`src/asdcrc_pkg.sv`:
```
// Package for the archive deframer: item codes, result record and CRC-32 byte step.
// No dependencies; every other file depends on it.
`timescale 1ns / 1ps

package asdcrc_pkg;

  localparam int unsigned ByteW  = 8;
  localparam int unsigned WordW  = 32;
  localparam int unsigned KindW  = 3;
  localparam int unsigned StatW  = 3;

  localparam logic [WordW-1:0] CrcInit = 32'hFFFF_FFFF;
  localparam logic [WordW-1:0] CrcPoly = 32'hEDB8_8320;

  localparam logic [KindW-1:0] KIND_COUNT   = 3'd0;
  localparam logic [KindW-1:0] KIND_PLEN    = 3'd1;
  localparam logic [KindW-1:0] KIND_PATH    = 3'd2;
  localparam logic [KindW-1:0] KIND_CLEN    = 3'd3;
  localparam logic [KindW-1:0] KIND_DIR     = 3'd4;
  localparam logic [KindW-1:0] KIND_CRC     = 3'd5;
  localparam logic [KindW-1:0] KIND_CONTENT = 3'd6;
  localparam logic [KindW-1:0] KIND_IGNORED = 3'd7;

  localparam logic [StatW-1:0] ST_BUSY     = 3'd0;
  localparam logic [StatW-1:0] ST_ENTRY_OK = 3'd1;
  localparam logic [StatW-1:0] ST_ARCH_OK  = 3'd2;
  localparam logic [StatW-1:0] ST_CRC_BAD  = 3'd3;
  localparam logic [StatW-1:0] ST_TRUNC    = 3'd4;
  localparam logic [StatW-1:0] ST_IGNORED  = 3'd5;

  typedef struct packed {
    logic [KindW-1:0] byte_kind;
    logic [ByteW-1:0] byte_value;
    logic [WordW-1:0] entry_number;
    logic [StatW-1:0] status;
  } result_t;

  // reflected CRC-32, one byte, bit at a time
  function automatic logic [WordW-1:0] crc_byte(input logic [WordW-1:0] crc,
                                                 input logic [ByteW-1:0] b);
    logic [WordW-1:0] c;
    c = crc ^ {{(WordW-ByteW){1'b0}}, b};
    for (int i = 0; i < ByteW; i++) begin
      c = c[0] ? ((c >> 1) ^ CrcPoly) : (c >> 1);
    end
    return c;
  endfunction

endpackage

```
`src/asdcrc_in_if.sv`:
```
// Input channel: one archive byte with its final-byte flag, valid/ready handshake.
// Depends on asdcrc_pkg.
`timescale 1ns / 1ps

interface asdcrc_in_if;
  logic                       valid;
  logic                       ready;
  logic [asdcrc_pkg::ByteW-1:0] data_byte;
  logic                       final_byte;

  modport source (output valid, output data_byte, output final_byte, input ready);
  modport sink   (input valid, input data_byte, input final_byte, output ready);
endinterface

```
`src/asdcrc_out_if.sv`:
```
// Output channel: tagged byte with entry number and status, valid/ready handshake.
// Depends on asdcrc_pkg.
`timescale 1ns / 1ps

interface asdcrc_out_if;
  logic                         valid;
  logic                         ready;
  logic [asdcrc_pkg::KindW-1:0] byte_kind;
  logic [asdcrc_pkg::ByteW-1:0] byte_value;
  logic [asdcrc_pkg::WordW-1:0] entry_number;
  logic [asdcrc_pkg::StatW-1:0] status;

  modport source (output valid, output byte_kind, output byte_value,
                  output entry_number, output status, input ready);
  modport sink   (input valid, input byte_kind, input byte_value,
                  input entry_number, input status, output ready);
endinterface

```
`src/asdcrc_parse.sv`:
```
// Field parser state and per-byte step: tags each byte, checks content CRC-32.
// Depends on asdcrc_pkg.
`timescale 1ns / 1ps

module asdcrc_parse (
  input  logic                         clk,
  input  logic                         rst,
  input  logic                         take,
  input  logic [asdcrc_pkg::ByteW-1:0] data_byte,
  input  logic                         final_byte,
  output asdcrc_pkg::result_t          result
);
  import asdcrc_pkg::*;

  typedef enum logic [2:0] {
    PH_COUNT, PH_PLEN, PH_PATH, PH_CLEN, PH_DIR, PH_CRC, PH_CONTENT, PH_IGNORE
  } phase_t;

  phase_t           phase, phase_next;
  logic [1:0]       pos, pos_next;
  logic [WordW-1:0] field_asm, field_asm_next;
  logic [WordW-1:0] entries_left, entries_left_next;
  logic [WordW-1:0] bytes_left, bytes_left_next;
  logic             dir_mark, dir_mark_next;
  logic [WordW-1:0] exp_crc, exp_crc_next;
  logic [WordW-1:0] run_crc, run_crc_next;
  logic [WordW-1:0] cur_entry, cur_entry_next;

  logic [WordW-1:0] gathered;
  logic [WordW-1:0] crc_step;
  logic [WordW-1:0] left_dec;
  logic             done2, done4;

  always_comb begin
    gathered = field_asm;
    gathered[{pos, 3'b000} +: ByteW] = data_byte;
    done2    = (pos == 2'd1);
    done4    = (pos == 2'd3);
    crc_step = crc_byte(run_crc, data_byte);
    left_dec = entries_left - 1'b1;
  end

  always_comb begin
    phase_next        = phase;
    pos_next          = pos;
    field_asm_next    = field_asm;
    entries_left_next = entries_left;
    bytes_left_next   = bytes_left;
    dir_mark_next     = dir_mark;
    exp_crc_next      = exp_crc;
    run_crc_next      = run_crc;
    cur_entry_next    = cur_entry;

    result.byte_value   = data_byte;
    result.entry_number = cur_entry;
    result.status       = ST_BUSY;
    result.byte_kind    = KIND_IGNORED;

    case (phase)
      PH_COUNT: begin
        result.byte_kind    = KIND_COUNT;
        result.entry_number = '0;
        if (done4) begin
          pos_next          = '0;
          field_asm_next    = '0;
          entries_left_next = gathered;
          if (gathered == '0) begin
            phase_next    = PH_IGNORE;
            result.status = ST_ARCH_OK;
          end else begin
            cur_entry_next = '0;
            phase_next     = PH_PLEN;
          end
        end else begin
          pos_next       = pos + 2'd1;
          field_asm_next = gathered;
        end
      end
      PH_PLEN: begin
        result.byte_kind = KIND_PLEN;
        if (done2 || done4) begin
          pos_next        = '0;
          field_asm_next  = '0;
          bytes_left_next = gathered;
          phase_next      = (gathered != '0) ? PH_PATH : PH_CLEN;
        end else begin
          pos_next       = pos + 2'd1;
          field_asm_next = gathered;
        end
      end
      PH_PATH: begin
        result.byte_kind = KIND_PATH;
        if (bytes_left <= 32'd1) begin
          bytes_left_next = '0;
          phase_next      = PH_CLEN;
        end else begin
          bytes_left_next = bytes_left - 1'b1;
        end
      end
      PH_CLEN: begin
        result.byte_kind = KIND_CLEN;
        if (done4) begin
          pos_next        = '0;
          field_asm_next  = '0;
          bytes_left_next = gathered;
          phase_next      = PH_DIR;
        end else begin
          pos_next       = pos + 2'd1;
          field_asm_next = gathered;
        end
      end
      PH_DIR: begin
        result.byte_kind = KIND_DIR;
        dir_mark_next    = (data_byte == 8'd1);
        phase_next       = PH_CRC;
      end
      PH_CRC: begin
        result.byte_kind = KIND_CRC;
        if (done4) begin
          pos_next       = '0;
          field_asm_next = '0;
          exp_crc_next   = gathered;
          if (!dir_mark && bytes_left != '0) begin
            run_crc_next = CrcInit;
            phase_next   = PH_CONTENT;
          end else begin
            entries_left_next = left_dec;
            cur_entry_next    = cur_entry + 1'b1;
            phase_next        = (left_dec == '0) ? PH_IGNORE : PH_PLEN;
            result.status     = (left_dec == '0) ? ST_ARCH_OK : ST_ENTRY_OK;
          end
        end else begin
          pos_next       = pos + 2'd1;
          field_asm_next = gathered;
        end
      end
      PH_CONTENT: begin
        result.byte_kind = KIND_CONTENT;
        run_crc_next     = crc_step;
        if (bytes_left <= 32'd1) begin
          bytes_left_next = '0;
          if ((crc_step ^ CrcInit) != exp_crc) begin
            phase_next    = PH_IGNORE;
            result.status = ST_CRC_BAD;
          end else begin
            entries_left_next = left_dec;
            cur_entry_next    = cur_entry + 1'b1;
            phase_next        = (left_dec == '0) ? PH_IGNORE : PH_PLEN;
            result.status     = (left_dec == '0) ? ST_ARCH_OK : ST_ENTRY_OK;
          end
        end else begin
          bytes_left_next = bytes_left - 1'b1;
        end
      end
      default: begin
        result.byte_kind    = KIND_IGNORED;
        result.entry_number = '0;
        result.status       = ST_IGNORED;
      end
    endcase

    if (final_byte) begin
      if (!(result.status inside {ST_ARCH_OK, ST_CRC_BAD, ST_IGNORED})) begin
        result.status = ST_TRUNC;
      end
      phase_next        = PH_COUNT;
      pos_next          = '0;
      field_asm_next    = '0;
      entries_left_next = '0;
      bytes_left_next   = '0;
      dir_mark_next     = 1'b0;
      exp_crc_next      = '0;
      run_crc_next      = CrcInit;
      cur_entry_next    = '0;
    end
  end

  always_ff @(posedge clk) begin
    if (rst) begin
      phase        <= PH_COUNT;
      pos          <= '0;
      field_asm    <= '0;
      entries_left <= '0;
      bytes_left   <= '0;
      dir_mark     <= 1'b0;
      exp_crc      <= '0;
      run_crc      <= CrcInit;
      cur_entry    <= '0;
    end else if (take) begin
      phase        <= phase_next;
      pos          <= pos_next;
      field_asm    <= field_asm_next;
      entries_left <= entries_left_next;
      bytes_left   <= bytes_left_next;
      dir_mark     <= dir_mark_next;
      exp_crc      <= exp_crc_next;
      run_crc      <= run_crc_next;
      cur_entry    <= cur_entry_next;
    end
  end

endmodule

```
`src/archive_stream_deframer_crc32_top.sv`:
```
// Channel   | Dir | Payload
// rx        | in  | data_byte[7:0], final_byte
// tx        | out | byte_kind[2:0], byte_value[7:0], entry_number[31:0], status[2:0]
//
// One item in, one item out; a new byte is taken every cycle while the skid register is empty.
// The parser state and the CRC-32 byte step sit in front of the output register; a skid
// register holds one item taken while the output is stalled, and rx.ready stays low until
// it drains. Reset (rst, synchronous) returns the parser to the count field.
// Top level of the archive deframer; depends on asdcrc_pkg, the channel interfaces
// and asdcrc_parse.
`timescale 1ns / 1ps

module archive_stream_deframer_crc32_top (
  input  logic         clk,
  input  logic         rst,
  asdcrc_in_if.sink    rx,
  asdcrc_out_if.source tx
);
  import asdcrc_pkg::*;

  logic    take;
  result_t step_res;
  result_t out_reg;
  result_t skid_reg;
  logic    out_valid;
  logic    skid_valid;

  assign rx.ready = !skid_valid;
  assign take     = rx.valid && rx.ready;

  asdcrc_parse u_parse (
    .clk        (clk),
    .rst        (rst),
    .take       (take),
    .data_byte  (rx.data_byte),
    .final_byte (rx.final_byte),
    .result     (step_res)
  );

  always_ff @(posedge clk) begin
    if (rst) begin
      out_valid  <= 1'b0;
      skid_valid <= 1'b0;
    end else if (tx.ready || !out_valid) begin
      if (skid_valid) begin
        out_reg    <= skid_reg;
        out_valid  <= 1'b1;
        skid_valid <= 1'b0;
      end else begin
        out_reg   <= step_res;
        out_valid <= take;
      end
    end else if (take) begin
      skid_reg   <= step_res;
      skid_valid <= 1'b1;
    end
  end

  assign tx.valid        = out_valid;
  assign tx.byte_kind    = out_reg.byte_kind;
  assign tx.byte_value   = out_reg.byte_value;
  assign tx.entry_number = out_reg.entry_number;
  assign tx.status       = out_reg.status;

endmodule

```
`src/flat_wrapper.sv`:
```
// flat-port wrapper written by rule: the top's interface ports become plain ports
module archive_stream_deframer_crc32_top_flat import asdcrc_pkg::*;
  (clk, rst, rx_valid, rx_data_byte, rx_final_byte, rx_ready, tx_valid, tx_byte_kind, tx_byte_value, tx_entry_number, tx_status, tx_ready);
  asdcrc_in_if rx_i ();
  asdcrc_out_if tx_i ();
  input  logic clk;
  input  logic rst;
  input wire logic [$bits(rx_i.valid)-1:0] rx_valid;
  input wire logic [$bits(rx_i.data_byte)-1:0] rx_data_byte;
  input wire logic [$bits(rx_i.final_byte)-1:0] rx_final_byte;
  output wire logic [$bits(rx_i.ready)-1:0] rx_ready;
  output wire logic [$bits(tx_i.valid)-1:0] tx_valid;
  output wire logic [$bits(tx_i.byte_kind)-1:0] tx_byte_kind;
  output wire logic [$bits(tx_i.byte_value)-1:0] tx_byte_value;
  output wire logic [$bits(tx_i.entry_number)-1:0] tx_entry_number;
  output wire logic [$bits(tx_i.status)-1:0] tx_status;
  input wire logic [$bits(tx_i.ready)-1:0] tx_ready;
  assign rx_i.valid = rx_valid;
  assign rx_i.data_byte = rx_data_byte;
  assign rx_i.final_byte = rx_final_byte;
  assign rx_ready = rx_i.ready;
  assign tx_valid = tx_i.valid;
  assign tx_byte_kind = tx_i.byte_kind;
  assign tx_byte_value = tx_i.byte_value;
  assign tx_entry_number = tx_i.entry_number;
  assign tx_status = tx_i.status;
  assign tx_i.ready = tx_ready;
  archive_stream_deframer_crc32_top u_core (.clk(clk), .rst(rst), .rx(rx_i), .tx(tx_i));
endmodule
```
`config.mk`:
```
export PLATFORM = sky130hd
export DESIGN_NAME = archive_stream_deframer_crc32_top_flat
export DESIGN_NICKNAME = d
export VERILOG_FILES = /design/src/asdcrc_pkg.sv /design/src/asdcrc_in_if.sv /design/src/asdcrc_out_if.sv /design/src/asdcrc_parse.sv /design/src/archive_stream_deframer_crc32_top.sv /design/src/flat_wrapper.sv
export SDC_FILE = /design/constraint.sdc
export NUM_CORES = 1
export LEC_CHECK = 0
export ABC_AREA = 0
export BUFFER_PORTS_ARGS = -buffer_cell sky130_fd_sc_hd__buf_2
export CAP_MARGIN = 15
export CORE_MARGIN = 2
export CORE_UTILIZATION = 40
export CTS_BUF_LIST = sky130_fd_sc_hd__clkbuf_8
export DETAILED_ROUTE_END_ITERATION = 6
export PLACE_DENSITY = 0.62
export SLEW_MARGIN = 20
export SYNTH_ARGS = -nofsm -noshare
export SYNTH_HDL_FRONTEND = slang
export SYNTH_SLANG_ARGS = --single-unit
```
`constraint.sdc`:
```
create_clock -name clk -period 11.5 [get_ports clk]
set_input_delay 2.3 -clock clk [delete_from_list [all_inputs] [get_ports clk]]
set_output_delay 2.3 -clock clk [all_outputs]
set_load 0.03 [all_outputs]
```
Word level (Yosys, flattened, before mapping)
Index checks and enable logic that the tools add are counted.
{"block": "totals", "reg_bits": 292, "inputBits": 13, "out_inout_bits": 48}
{"block": "op_classes", "shifts": 2, "muxes": 71, "n_bitwise": 12, "add_sub_neg": 5, "order_cmp": 1, "n_reduce_logical": 36, "eq_ne": 23}
{"operator": "$mux W32", "n": 33}
{"operator": "$pmux W32 S3", "n": 3}
{"operator": "$pmux W32 S2", "n": 2}
{"operator": "$not A13 Y14", "n": 8}
{"operator": "$logic_not A32 Y1", "n": 2}
{"operator": "$reduce_bool A32 Y1", "n": 2}
{"operator": "$sub A32 B1 Y32 const B", "n": 2}
{"operator": "$mux W46", "n": 1}
{"operator": "$pmux W3 S7", "n": 2}
{"operator": "$mux W3", "n": 13}
{"operator": "$add A32 B1 Y32 const B", "n": 1}
{"operator": "$bwmux W32", "n": 1}
{"operator": "$le A32 B1 Y1 const B", "n": 1}
{"operator": "$ne A32 B32 Y1", "n": 1}
{"operator": "$not A32 Y32", "n": 1}
{"operator": "$shift A8 B7 Y32 const A", "n": 1}
{"operator": "$shiftx A8 B7 Y32", "n": 1}
{"operator": "$xor A32 B8 Y32", "n": 1}
{"operator": "$ne A3 B3 Y1 const B", "n": 10}
{"operator": "$mux W2", "n": 10}
{"operator": "$reduce_and A8 Y1", "n": 2}
{"operator": "$eq A3 B2 Y1 const B", "n": 4}
{"operator": "$eq A3 B3 Y1 const B", "n": 4}
{"operator": "$pmux W3 S4", "n": 1}
{"operator": "25 further kinds", "n": 43}

Longest topological paths before layout
Gate-level depths: netlist of the first run.
{"block": "logic_depth", "depth_word": 27, "depth_mapped": 15}

By module
A second synthesis of the first run with hierarchy kept.
{"block": "hier_totals", "cells_unflattened": 1815, "area_unflattened_um2": 16154.2}
{"module": "asdcrc_parse", "n_inst": 1, "area_per_inst_um2": 12721.0, "seq_area_each_um2": 3963.8, "cells_each": 1662}
{"module": "archive_stream_deframer_crc32_top", "n_inst": 1, "area_per_inst_um2": 3433.3, "seq_area_each_um2": 2802.7, "cells_each": 153}

Worst setup path after synthesis of the first run
Ideal clock, no wire load.
{"block": "synth_timing", "kind": "input to register", "from": "in rst", "to": "reg u_core.skid_reg[0] in the netlist's numbering, enable pin", "path_buffers": 2, "stages": 3, "arrival_ns": 5.901, "setup_ns": 0.507, "setup_slack_ns": 5.093, "cell_sequence": "clkbuf_1 clkbuf_1 nor3_1"}
{"block": "synth_via", "elab_chain_len": 2}
{"item": "start, declared", "line": "flat_wrapper.sv:7", "rtl": "input logic rst;"}
{"item": "$not A1 Y1 (no line)"}
{"item": "$reduce_and A3 Y1 (no line)"}
{"item": "end signal, assigned", "line": "archive_stream_deframer_crc32_top.sv:54", "rtl": "skid_reg <= step_res;"}
{"item": "end, declared", "line": "archive_stream_deframer_crc32_top.sv:24", "rtl": "result_t skid_reg;"}
No other way between the ends.
A chain may end at the register's enable or synchronous reset.

Final worst setup path of the first run
{"block": "layout_timing", "from": "in rx_data_byte[7]", "to": "reg u_core.u_parse.entries_left[18]"}
{"block": "layout_via", "elab_chain_len": 14, "elab_cells_between_ends": 19}
{"item": "start, declared", "line": "flat_wrapper.sv:9", "rtl": "input wire logic [$bits(rx_i.data_byte)-1:0] rx_data_byte;"}
{"item": "$xor A32 B8 Y32", "line": "asdcrc_pkg.sv:42", "rtl": "c = crc ^ {{(WordW-ByteW){1'b0}}, b};"}
{"item": "$mux W32", "line": "asdcrc_pkg.sv:44", "rtl": "c = c[0] ? ((c >> 1) ^ CrcPoly) : (c >> 1);"}
{"item": "$not A13 Y14 (no line)"}
{"item": "$mux W32 (7 in a row)", "line": "asdcrc_pkg.sv:44"}
{"item": "$not A32 Y32 (no line)"}
{"item": "$ne A32 B32 Y1", "line": "asdcrc_parse.sv:142", "rtl": "if ((crc_step ^ CrcInit) != exp_crc) begin"}
{"item": "$ne A3 B3 Y1 (no line)"}
{"item": "$reduce_and A7 Y1 (no line)"}
{"item": "end signal, assigned", "line": "asdcrc_parse.sv:193", "rtl": "entries_left <= entries_left_next;"}
{"item": "end, declared", "line": "asdcrc_parse.sv:22", "rtl": "logic [WordW-1:0] entries_left, entries_left_next;"}
Parallel ways exist; a longest one is shown, timed or not. The select of a mux whose other input is x is not followed.

==> results list, run 1 <==
* Mapped Cells: between 1500 and 2000
* Worst slack at placement: 4.445 ns
- Power comes to between 2000 and 2500 uW.
- Comb power frac: ~15%
- Synthesized cell area: ~16000 sq um
- In this run, synthesis produced a sequential element count of just under 300.
- Setup TNS: 0 ns
- The count of pins over their slew limit was 0.
* Hold Worst Slack: between 0.4 and 0.5 ns
- The area growth from synthesis to layout is 11.50%.
* Largest buffer count on any clock path: 3
* Final setup violation count: 0
* Number of global-route vias before repair: between 10000 and 15000
- Result of the run: completed
- Transition time of the tightest slew-check pin: about 1.3 ns
* Endpoint class of the critical path: register
- Floorplan die width: 203.9 um
* Slew headroom: roughly an eighth
* Maximum fanout encountered on the critical timing path: 56
- Sequential share of power: a little under half
- Finished Cell Area: 17820 sq um
- In this run switching power makes up ~29% of total power.
- The hold violation count in the final report was 0.
- Residual DRC count: 0
* Post-synthesis area per instance: 8.877 sq um
- Number of antenna violations at the first check in global routing: 0
- Proportion of register bits with asynchronous set or reset after synthesis: 0%
* Drt total wl: 48160 um
* Port Buf Inserts: 60
* Routed vias/inst: between 5 and 6
* Clk_skew: ~0.028 ns
- Starting DRT DRC Count: approximately 1300
- CTS root buffer: sky130_fd_sc_hd__clkbuf_8
* Post-synth EDFFs: between 90 and 100
* Post-cts resize count: 0
- The register with the most flip-flops in the layout has 46 of them.
* Die Footprint: roughly 42000 sq um
- The first detailed-routing pass took 5 iterations.
* Post-route clock period utilization: a little under three fifths
- The floorplan has 73 rows.
- Post-CTS setup-driven buffer insertion count: 0
* Leading register cell type out of synthesis: sky130_fd_sc_hd__dfxtp_1
* CTS tree: yes
- Number of clock buffers inserted by TritonCTS: 50
- Data required time at the worst endpoint: 11.98 ns
* Ys Warns: 0
- The initial utilization of the core area, before any placement, comes to roughly 40%.
* Worst Reg2Reg Path Length in Cells: 12
* Routed vias: between 10000 and 15000
- After clock tree synthesis, the flow added hold-fix buffers numbering 0.
- After global routing the overflow that remains totals 0.
* Global-route wire length before repair: ~75000 um
* Internal Dissipation: about 1700 uW
- Detailed placement HPWL: 32100 um
- Fill cell instance count of the final layout: around 3800
* Share of synthesized area occupied by flip-flops and latches: between 40% and 50%
- The congestion estimate from routability-driven global placement came to about 0.94.
* Final critical delay including setup and external delays: approximately 6.4 ns
- Unrepaired setup endpoints after global routing: no
- For this design the top-level I/O count stands at about 60.
- The worst hold path was traced through 2 stages.
* Net Switching: 697.5 uW
- The analysis attributes to cell leakage a power of approximately 0.0064 uW.
* Average detailed-routed wire length per instance: 20.13 um
- The final layout contains roughly 1900 nets.
* Share of post-route cells with drive strength above 1: 14.57%
* Count of clock tree sinks: 292
* Standard cell core area: between 30000 and 40000 sq um
- Worst Setup Slack, final: a little over 5 ns
- Based on the critical path, the design can be clocked at up to about 0.16 GHz.
- Type of the tightest min-delay check: reg -> reg
- In the final layout, the multi-input gates occupy slightly below 9000 sq um.
- Across the whole layout, storage elements account for slightly below 7000 sq um.
* Largest net degree at the start of global routing: 76
- STA classifies the critical path startpoint as a primary input.
* Start-to-end type of the worst setup path: in -> reg
- The clock network burns approximately two fifths of the power.
* Clock-pin slew on the worst setup and hold paths: about 0.060 ns
- The H-tree was split into 2 levels.
* Power per standard cell area: 134.8 nW/um^2
- Number of nets in the synthesized netlist: 1825
* DRT antenna net count: 0
- Die outline height: slightly above 200 um
- Total track usage: approximately 23%
- After detailed placement, the total cell area comes to between 15000 and 20000 sq um.
- Data on the critical path arrives at its endpoint at slightly below 7 ns.
- Clock latency reported for the late side of the worst-skew pair: approximately 0.62 ns
- VDD sags by at most roughly 0.086 mV.
* Count of unique library cells instantiated by Yosys: 84
* Max-cap violations: 0
==> final timing paths <==
| kind | startpoint | to | slack, ns |
|---|---|---|---|
| worst max-delay path | rx_data_byte[7] | u_core.u_parse.entries_left[18]$_SDFFE_PP0P_ | 5.09 |
| worst min-delay path | u_core.u_parse.field_asm[17]$_SDFFE_PP0P_ | u_core.u_parse.field_asm[17]$_SDFFE_PP0P_ | 0.46 |
| worst max register to register | u_core.u_parse.pos[0]$_SDFFE_PP0P_ | u_core.u_parse.cur_entry[3]$_SDFFE_PP0P_ | 6.59 |
| worst min register to register | u_core.u_parse.field_asm[17]$_SDFFE_PP0P_ | u_core.u_parse.field_asm[17]$_SDFFE_PP0P_ | 0.46 |
==> power groups by stage <==
stage / logic (uW) / registers [uW] / clock network, uW
5_1_grt: 392 / 1090 / 1030
3_5_place_dp: 358 / 1110 / 0
3_3_place_gp: 355 / 1110 / 0
4_1_cts: 360 / 1090 / 980
6_report: 364 / 1090 / 952
2_1_floorplan: 242 / 1120 / 0
==> cell usage in the layout, fill, tap and decap left out, types with 10 or more instances in the layout <==
cell type and n:
sky130_fd_sc_hd__clkbuf_8 61, sky130_fd_sc_hd__nor4_1 20, sky130_fd_sc_hd__and3_1 17, sky130_fd_sc_hd__nand4_1 25
sky130_fd_sc_hd__buf_2 59, sky130_fd_sc_hd__nand2_1 178, sky130_fd_sc_hd__dfxtp_1 200, sky130_fd_sc_hd__mux2_2 44
sky130_fd_sc_hd__clkinv_1 10, sky130_fd_sc_hd__xnor2_1 78, sky130_fd_sc_hd__a21oi_1 112, sky130_fd_sc_hd__buf_4 40
sky130_fd_sc_hd__nor2_1 178, sky130_fd_sc_hd__nor2b_1 29, sky130_fd_sc_hd__and2_1 42, sky130_fd_sc_hd__nand3_1 76
sky130_fd_sc_hd__or4_1 26, sky130_fd_sc_hd__nor3_1 57, sky130_fd_sc_hd__o21ai_1 16, sky130_fd_sc_hd__o2111ai_1 14
sky130_fd_sc_hd__o21ai_0 86, sky130_fd_sc_hd__a22oi_1 47, sky130_fd_sc_hd__edfxtp_1 92, sky130_fd_sc_hd__o31ai_1 26
sky130_fd_sc_hd__or3_1 19, sky130_fd_sc_hd__xor2_1 55, sky130_fd_sc_hd__ha_1 12, sky130_fd_sc_hd__inv_1 32
sky130_fd_sc_hd__a31oi_1 22, sky130_fd_sc_hd__o22ai_1 29
==> kinds of logic after synthesis <==
kind of cell	after synthesis	share of synthesized area, %
AO/OA/AOI/OAI	424	16.90
AND/OR/NAND/NOR	716	22.00
multiplexers	52	3.602
adder cells (fa/ha/maj)	12	0.9397
XOR/XNOR	155	10.40
buffers and inverters	149	3.814
flip-flops	292	42.35
==> critical path, stage by stage <==
cell and delay, ns:
sky130_fd_sc_hd__buf_2 0.25, sky130_fd_sc_hd__xnor2_4 0.20, sky130_fd_sc_hd__xnor2_1 0.83, sky130_fd_sc_hd__nor2_1 0.10
sky130_fd_sc_hd__a2111oi_0 0.51, sky130_fd_sc_hd__nand4_1 0.14, sky130_fd_sc_hd__or4b_1 0.60, sky130_fd_sc_hd__or4_1 0.82
sky130_fd_sc_hd__a21oi_4 0.20, sky130_fd_sc_hd__buf_4 0.49, sky130_fd_sc_hd__a21boi_0 0.30, sky130_fd_sc_hd__o21ai_0 0.11
==> Yosys cell counts, types with 47 or more instances <==
cell / count / area [sq um]
sky130_fd_sc_hd__nand3_1: 76 / 380.4
sky130_fd_sc_hd__nand2_1: 178 / 668.1
sky130_fd_sc_hd__clkbuf_1: 105 / 394.1
sky130_fd_sc_hd__dfxtp_1: 200 / 4004
sky130_fd_sc_hd__xor2_1: 55 / 481.7
sky130_fd_sc_hd__a21oi_1: 112 / 560.5
sky130_fd_sc_hd__edfxtp_1: 92 / 2763
sky130_fd_sc_hd__a22oi_1: 47 / 352.8
sky130_fd_sc_hd__xnor2_1: 79 / 691.9
sky130_fd_sc_hd__nor3_1: 59 / 295.3
sky130_fd_sc_hd__nor2_1: 180 / 675.7
sky130_fd_sc_hd__o21ai_0: 87 / 435.4
==> per-stage QoR <==
stage	cells	utilization, %
floorplan	1800	-
global placement	2299	42.39
detailed placement	2299	42.41
CTS	2392	44.99
global route	2392	45.04
finish	2393	45.05
==> cell type report <==
class	count	area share, %
Timing Repair Buffer	99	3.343
Inverter	24	0.5057
Antenna cell	1	0.01405
Sequential cell	292	37.98
Tap cell	525	3.687
Clock buffer	61	4.712
Multi-Input combinational cell	1359	48.74
Clock inverter	32	1.018
==> per-layer routing <==
metal / GRT usage, % / wire (um)
met5: 0 / 0
met4: 11.08 / 2319
met3: 3.492 / 3063
met2: 35.88 / 21520
met1: 31.38 / 21260
Power figures use the tool's default switching activity.
==> inputs of run 2 (changes only) <==
--- a/config.mk
+++ b/config.mk
@@ -5,14 +5,14 @@
 export SDC_FILE = /design/constraint.sdc
 export NUM_CORES = 1
 export LEC_CHECK = 0
-export ABC_AREA = 0
+export ABC_AREA = 1
 export BUFFER_PORTS_ARGS = -buffer_cell sky130_fd_sc_hd__buf_2
 export CAP_MARGIN = 15
 export CORE_MARGIN = 2
 export CORE_UTILIZATION = 40
 export CTS_BUF_LIST = sky130_fd_sc_hd__clkbuf_8
 export DETAILED_ROUTE_END_ITERATION = 6
-export PLACE_DENSITY = 0.62
+export PLACE_DENSITY = 0.64
 export SLEW_MARGIN = 20
 export SYNTH_ARGS = -nofsm -noshare
 export SYNTH_HDL_FRONTEND = slang
==> constraint.sdc (replaced) <==
create_clock -name clk -period 5.4 [get_ports clk]
set_input_delay 1.08 -clock clk [delete_from_list [all_inputs] [get_ports clk]]
set_output_delay 1.08 -clock clk [all_outputs]
set_load 0.03 [all_outputs]
==> run 2 against run 1 <==
Power rose to 2.6 times the previous value. Via count up 30%. Cell count rose by 38%. Highest routed layer is now met5. Largest cell class unchanged.
==> results list, run 2 <==
- Result of the run: completed
* Number of clock buffers inserted by TritonCTS: 52
* Count of unique library cells instantiated by Yosys: 44
- The worst setup path is launched from a register.
- The share of synthesized area in the top cell type comes to around 23%.
- Setup violations remaining at the end of the flow were counted as 0.
- The register with the most flip-flops in the layout has 46 of them.
* Global placer's final weighted congestion: a little under 1
* Residual DRC count: 0
- Counting along the longest clock path gives a buffer depth of 3.
- Clock skew on the completed layout was measured at ~0.058 ns.
* Maximum fanout encountered on the critical timing path: 19
- The die is roughly 210 um wide.
- Die Footprint: roughly 45000 sq um
- The via count of the first global-routing pass is ~17000.
- The mapped netlist covers between 15000 and 20000 sq um.
* Register bit total from synthesis: 292
* Post-synthesis area per instance: between 6 and 7 sq um
- Dividing the detail-routed via count by the number of cells gives 5.398.
- The path class of the tightest hold or removal check is reg -> reg.
* Pre-Repair DR Iteration Count: 6
- The top cell types in the final layout, fill and taps aside, are sky130_fd_sc_hd__nand2_1 (873), sky130_fd_sc_hd__nor2_1 (272), sky130_fd_sc_hd__inv_1 (233).
- Start-to-end type of the worst setup path: reg -> reg
* Post-route clock period utilization: between 70 and 80%
- The hold violation count in the final report came to 0.
* Share of synthesized area occupied by flip-flops and latches: about two fifths
- The analysis attributes to net switching a power of ~2200 uW.
* Power per standard cell area: 319.0 nW/um^2
* Slew headroom: 25.97%
- Synthesis handed over a netlist of approximately 2600 instances.
* Post-synth EDFFs: 92
- Sequential share of power: around two fifths
* Data required time at the worst endpoint: between 5 and 6 ns
- At the later pin of the worst-skew pair, clock insertion delay measures between 0.6 and 0.7 ns.
- Worst Reg2Reg Path Length in Cells: 18
* Arrival time of data at the critical path endpoint: 4.48 ns
- Core Util, Final: between 40% and 50%
* Leading register cell type out of synthesis: sky130_fd_sc_hd__dfxtp_1
- Summed over all nets, the half-perimeter wirelength after detailed placement is 42470 um.
* Clock-pin slew on the worst setup and hold paths: roughly 0.06 ns
- Drt total wl: between 50000 and 60000 um
* Placed cell count: about 3200
- Maximum clock rate: between 0.2 and 0.3 GHz
- Internal Dissipation: around 4000 uW
* Static leakage power: around 0.0080 uW
* CTS tree: yes
* Overflow after GRT: 0
- From bottom edge to top edge, the die measures about 210 um.
- The clock net in this run drives a total of a little under 300 sinks.
- Post-CTS timing repair inserted 0 buffers for setup.
- DRT antenna net count: 0
- Of the total power, the clock network draws about 36%.
- Share of post-route cells with drive strength above 1: roughly 9.0%
- Total track usage: about a quarter
* Post-synth top area cell: sky130_fd_sc_hd__dfxtp_1
- Antenna diode count: 0
- Of the total power, combinational logic draws 25.0%.
- Setup repair after global routing left no endpoint under its margin.
- The count of pins over their slew limit came to 0.
* Setup TNS: 0 ns
* Start point of the critical path: u_core.u_parse.pos[0]$_SDFFE_PP0P_
- Endpoint class of the critical path: register
* Port Buf Inserts: 60
* Most common cell after layout, fill and taps aside: sky130_fd_sc_hd__nand2_1
- The floorplan has 76 rows.
- The most common cell in the synthesized netlist is sky130_fd_sc_hd__nand2_1.
- Entering global routing, the biggest net connects 77 pins.
- The tool flagged a number of max-cap violations equal to 0.
- Ys Warns: 0
- In this run switching power makes up about a third of total power.
* Global-route wire length before repair: 92120 um
- The initial antenna violation count is 1.
- After filler insertion, the fill cell instance count of the layout stands at about 4500.
* Area Growth Syn to Fin: 11.44%
* Worst voltage drop across the vdd grid: a little under 0.2 mV
* CTS root buffer: sky130_fd_sc_hd__clkbuf_8
- Proportion of register bits with asynchronous set or reset after synthesis: 0%
- Most area-consuming cells after synthesis: sky130_fd_sc_hd__dfxtp_1 (23%), sky130_fd_sc_hd__nand2_1 (19%), sky130_fd_sc_hd__edfxtp_1 (16%)
- In the synthesized netlist, the cells that appear most often are sky130_fd_sc_hd__nand2_1 (875), sky130_fd_sc_hd__nor2_1 (277), sky130_fd_sc_hd__inv_1 (221).
* Average detailed-routed wire length per instance: ~18 um
- Effective utilization at floorplan: 40.50%
* Number of H-tree branching levels: 2
- Start point of the worst min-delay path: u_core.u_parse.field_asm[3]$_SDFFE_PP0P_
* Post-cts resize count: 0
- At the pin with the least slew margin, the transition time is ~1.1 ns.
* Hold path cells: 2
- Standard cell core area: approximately 43000 sq um
* Layout net count: approximately 2700
- Final critical delay including setup and external delays: 3.989 ns
- Starting DRT DRC Count: between 1500 and 2000
* Number of nets in the synthesized netlist: around 2700
- Startpoint of the lowest-slack register-to-register path: u_core.u_parse.pos[0]$_SDFFE_PP0P_
- CTS Hold Buffers Added: 0
- The final route contains 17880 vias.
* Non-filler cells in the finished layout: roughly 3300
- Top-level port count: 61
## run 2: cell count changes after synthesis, moves of 25 or more
cell | before | now
sky130_fd_sc_hd__o31ai_1 | 26 | 1
sky130_fd_sc_hd__xnor2_1 | 79 | 11
sky130_fd_sc_hd__inv_1 | 22 | 221
sky130_fd_sc_hd__and2_1 | 43 | 2
sky130_fd_sc_hd__o21ai_0 | 87 | 158
sky130_fd_sc_hd__nand3_1 | 76 | 167
sky130_fd_sc_hd__nor2_1 | 180 | 277
sky130_fd_sc_hd__a21oi_1 | 112 | 194
sky130_fd_sc_hd__o211ai_1 | 6 | 33
sky130_fd_sc_hd__or4_1 | 26 | 0
sky130_fd_sc_hd__mux2_2 | 44 | 0
sky130_fd_sc_hd__nand2_1 | 178 | 875
sky130_fd_sc_hd__nor2b_1 | 30 | 0
## run 2: kinds of logic (layout without fill, tap and decap cells)
| family | after synthesis | after routing | synth area share [%] |
|---|---|---|---|
| compound gates | 442 | 442 | 13.95 |
| xor+xnor | 56 | 56 | 2.818 |
| fa+ha+maj | 12 | 12 | 0.8626 |
| buf+inv | 357 | 443 | 8.238 |
| flops | 292 | 292 | 38.88 |
| simple gates | 1483 | 1483 | 35.26 |
## run 2: power by group through the flow
stage / Sequential, uW / Combinational (uW) / Clock, uW
after detailed placement: 2470 / 1500 / 0
after global placement: 2470 / 1490 / 0
after floorplan: 2500 / 1040 / 0
final: 2420 / 1540 / 2220
after CTS: 2420 / 1510 / 2260
after global routing: 2430 / 1710 / 2350
## run 2: path summary, 6_finish.rpt
kind	end	slack, ns
setup / recovery	u_core.u_parse.cur_entry[26]$_SDFFE_PP0P_	1.41
hold / removal	u_core.u_parse.field_asm[3]$_SDFFE_PP0P_	0.47
setup reg to reg	u_core.u_parse.cur_entry[26]$_SDFFE_PP0P_	1.41
hold reg to reg	u_core.u_parse.field_asm[3]$_SDFFE_PP0P_	0.47
## run 2: critical path, cell delays in order, from the launching register on
cell and delay, ns:
sky130_fd_sc_hd__dfxtp_1 0.30, sky130_fd_sc_hd__buf_4 0.22, sky130_fd_sc_hd__inv_1 0.14, sky130_fd_sc_hd__ha_1 0.27, sky130_fd_sc_hd__buf_4 0.20, sky130_fd_sc_hd__nor2_1 0.50
sky130_fd_sc_hd__nand2_1 0.16, sky130_fd_sc_hd__o21ai_0 0.57, sky130_fd_sc_hd__buf_4 0.27, sky130_fd_sc_hd__nor4_1 0.06, sky130_fd_sc_hd__nand3_1 0.07, sky130_fd_sc_hd__nor2_1 0.07
sky130_fd_sc_hd__nand2_1 0.18, sky130_fd_sc_hd__nor2_1 0.06, sky130_fd_sc_hd__nand2_1 0.10, sky130_fd_sc_hd__nand2_2 0.25, sky130_fd_sc_hd__buf_4 0.30, sky130_fd_sc_hd__nand2_1 0.07
sky130_fd_sc_hd__a21oi_1 0.06
## run 2: through the flow
| step | worst slack [ns] | hold slack [ns] | cell area, sq um | power, uW |
|---|---|---|---|---|
| 2_1_floorplan | 1.328 | 0.4401 | 17410 | 3532 |
| 6_report | 1.411 | 0.4700 | 19400 | 6187 |
| 3_5_place_dp | 0.8603 | 0.4555 | 18290 | 3971 |
| 4_1_cts | 1.552 | 0.4651 | 19400 | 6197 |
| 3_3_place_gp | 0.9659 | 0.4496 | 18290 | 3952 |
| 5_1_grt | 1.199 | 0.4827 | 19400 | 6500 |
## run 2: final cells by class
cell class	count	area, sq um	share of cell area, %
clock buffer	61	839.6	4.328
clock inverter	33	265.3	1.367
inverter	245	919.6	4.741
multi-input combinational	1993	9240	47.64
sequential	292	6768	34.89
tap	585	732.0	3.773
timing repair buffer	104	633.1	3.264
## run 2: metal layers
layer	vias up	wire (um)	track usage, %
met5	-	13	0
met4	2	1657	8.777
met3	115	4850	5.569
met2	681	24880	38.97
met1	8353	27280	36.88
li1	8733	-	-
==> inputs of run 3 (changes only) <==
==> constraint.sdc (replaced) <==
create_clock -name clk -period 3.2 [get_ports clk]
set_input_delay 0.64 -clock clk [delete_from_list [all_inputs] [get_ports clk]]
set_output_delay 0.64 -clock clk [all_outputs]
set_load 0.03 [all_outputs]
==> run 3 against run 2 <==
Sequential share of layout area is 1.9 points lower. Design area grew 5.8%. Register-to-register slack got worse by 1.2 ns. First-iteration DRC count shrank 6.8%. Sequential power grew 69%. Wire length is 1.9% higher. Worst hold slack got worse by 0.20 ns. Die area is the same. Critical path type unchanged. Critical endpoint is now u_core.tx.status[2]$_DFFE_PP_. Largest cell class unchanged.
==> results list, run 3 (same netlist as run 2, synthesis figures left out) <==
- The count of pins over their slew limit came to 0.
- The worst path uses between 90 and 100% of the clock period.
- Commonest cells after routing, fill and taps aside: sky130_fd_sc_hd__nand2_1 (871), sky130_fd_sc_hd__nor2_1 (270), sky130_fd_sc_hd__inv_1 (234)
- The routed design has about 60000 um of wire.
- The run finished with clean final reports.
- Using the TritonRoute via totals, the vias-per-cell ratio works out to 5.344.
* Share of post-route cells with drive strength above 1: 13.86%
- Die Footprint: 45200 sq um
- Final hold violation count: 0
* Worst slack at placement: -0.3000 ns
* Standard cell core area: ~43000 sq um
- Measured along the y axis, the die boundary spans about 210 um.
* Most common cell after layout, fill and taps aside: sky130_fd_sc_hd__nand2_1
* Floorplan die width: 212.6 um
* Placement Rows: 76
- Overflow after GRT: 0
* Number of H-tree branching levels: 2
- Clk_skew: ~0.037 ns
- Type of the tightest min-delay check: in -> reg
- Largest buffer count on any clock path: 3
- Counting tap cells, the placed design contains a total of 3363 instances.
* Routed vias: roughly 18000
- Setup total negative slack on the finished layout was measured at 0 ns.
- Area Growth Syn to Fin: 17.87%
- Layout net count: ~2900
- Transition time of the tightest slew-check pin: between 0.8 and 0.9 ns
- For this design, the CTS-stage hold fixing added 0 buffers.
* CTS tree: yes
* Number of clock buffers inserted by TritonCTS: 52
- Start-to-end type of the worst setup path: reg -> reg
- Maximum clock rate: roughly 0.34 GHz
* Starting DRT DRC Count: about 1700
* Data required time at the worst endpoint: ~3.6 ns
- STA classifies the critical path endpoint as a register.
* Total track usage: roughly a quarter
- The count of cells in the finished layout, fillers not included, comes to about 3500.
* Number of flip-flops in the largest register: 46
- Core Util, Final: between 40% and 50%
* Count of clock tree sinks: about 300
- At the worst endpoint, the arrival time is approximately 3.4 ns.
- In the routed design, unresolved DRC markers number 0.
- Clock-pin slew was measured on the worst setup and hold paths at ~0.06 ns.
* Effective utilization at floorplan: 40.50%
- The congestion estimate from routability-driven global placement came to 1.022.
* Final critical delay including setup and external delays: about 3 ns
- The clock reaches the later pin of the worst-skew pair after around 0.67 ns.
* Sort of element at the start of the critical path: register
- Number of antenna violations at the first check in global routing: 2
* Number of global-route vias before repair: approximately 17000
* Static leakage power: about 0.0087 uW
- Once routing completed, OpenROAD measured the worst setup slack at 0.2487 ns.
- Entering global routing, the biggest net connects between 100 and 150 pins.
* Top-level port count: 61
- Across the run, the number of max-cap violations was 0.
* Maximum fanout encountered on the critical timing path: 7
- Pre-Repair DR Iteration Count: 6
- Across the VDD grid, the largest voltage drop is around 0.32 mV.
* DRT antenna net count: 0
- Final setup violation count: 0
* Power per standard cell area: 508.8 nW/um^2
- The first global-routing pass estimated 93120 um of wire.
- CTS root buffer: sky130_fd_sc_hd__clkbuf_8
* Slew headroom: between 40% and 50%
* Average detailed-routed wire length per instance: roughly 17 um
- Detailed placement HPWL: about 44000 um
- Fill cells in the final layout number between 4000 and 5000.
- Port Buf Inserts: 60
[run 3: changes by cell type in the layout (fill, tap and decap cells not counted), sizes merged]
cell,change
diode,+2
buf,+146
bufinv,-3
clkbuf,-3
clkinvlp,+1
inv,+2
[run 3: metal layers]
| layer | share of wire [%] | GRT usage [%] | vias to the layer above | wire [um] |
|---|---|---|---|---|
| li1 | - | - | 9047 | - |
| met1 | 46 | 37.47 | 8560 | 27430 |
| met2 | 42 | 39.23 | 757 | 25270 |
| met3 | 8.6 | 5.377 | 116 | 5168 |
| met4 | 3.2 | 10.22 | 0 | 1925 |
| met5 | 0 | 0 | - | 0 |
[run 3: critical path: stages, from the launching register on]
cell and delay (ns):
sky130_fd_sc_hd__dfxtp_1 0.36, sky130_fd_sc_hd__inv_1 0.11, sky130_fd_sc_hd__ha_1 0.23, sky130_fd_sc_hd__buf_4 0.17, sky130_fd_sc_hd__xnor2_1 0.25, sky130_fd_sc_hd__nand2_1 0.08, sky130_fd_sc_hd__nor2_1 0.11, sky130_fd_sc_hd__nand3_1 0.09
sky130_fd_sc_hd__nor2_1 0.12, sky130_fd_sc_hd__nand4_1 0.14, sky130_fd_sc_hd__nor3_1 0.23, sky130_fd_sc_hd__nand4_1 0.23, sky130_fd_sc_hd__nor2_1 0.14, sky130_fd_sc_hd__nor2_1 0.07, sky130_fd_sc_hd__nand3_1 0.13, sky130_fd_sc_hd__a31oi_1 0.09
sky130_fd_sc_hd__buf_4 0.16
[run 3: layout make-up]
cell class | count | area [sq um] | area share (%)
multi-input combinational | 1993 | 9281 | 45.24
sequential | 292 | 6768 | 32.99
timing repair buffer | 250 | 1804 | 8.794
inverter | 245 | 923.4 | 4.501
clock buffer | 58 | 798.3 | 3.891
tap | 585 | 732.0 | 3.568
clock inverter | 32 | 196.4 | 0.9575
timing repair inverter | 1 | 7.507 | 0.03659
antenna | 2 | 5.005 | 0.02439
[run 3: what timing repair did]
item	4_1_cts	5_1_grt
endpoints found under the setup margin	0	123
resized for setup	0	14
buffers inserted	0	2
[run 3: final timing paths]
kind,start,to,slack (ns),cells after the start
max,u_core.u_parse.entries_left[0]$_SDFFE_PP0P_,u_core.tx.status[2]$_DFFE_PP_,0.25,16
min,rx_valid,u_core.skid_valid$_SDFFE_PP0P_,0.27,3
max reg2reg,u_core.u_parse.entries_left[0]$_SDFFE_PP0P_,u_core.tx.status[2]$_DFFE_PP_,0.25,16
min reg2reg,u_core.u_parse.field_asm[3]$_SDFFE_PP0P_,u_core.u_parse.field_asm[3]$_SDFFE_PP0P_,0.46,2
[run 3: report_power, final]
group	total (uW)	internal, uW	switching [uW]
Combinational	2930	986	1940
Clock	3420	1760	1670
Sequential	4090	3980	114
[run 3: stage by stage]
stage	total power, uW	cell area (sq um)	hold WS, ns
final	10440	20520	0.2722
after global routing	11000	20510	0.2627
after CTS	10450	20440	0.2189
after detailed placement	7005	19440	0.4576
after global placement	6983	19440	0.4500
after floorplan	5959	17410	0.4401
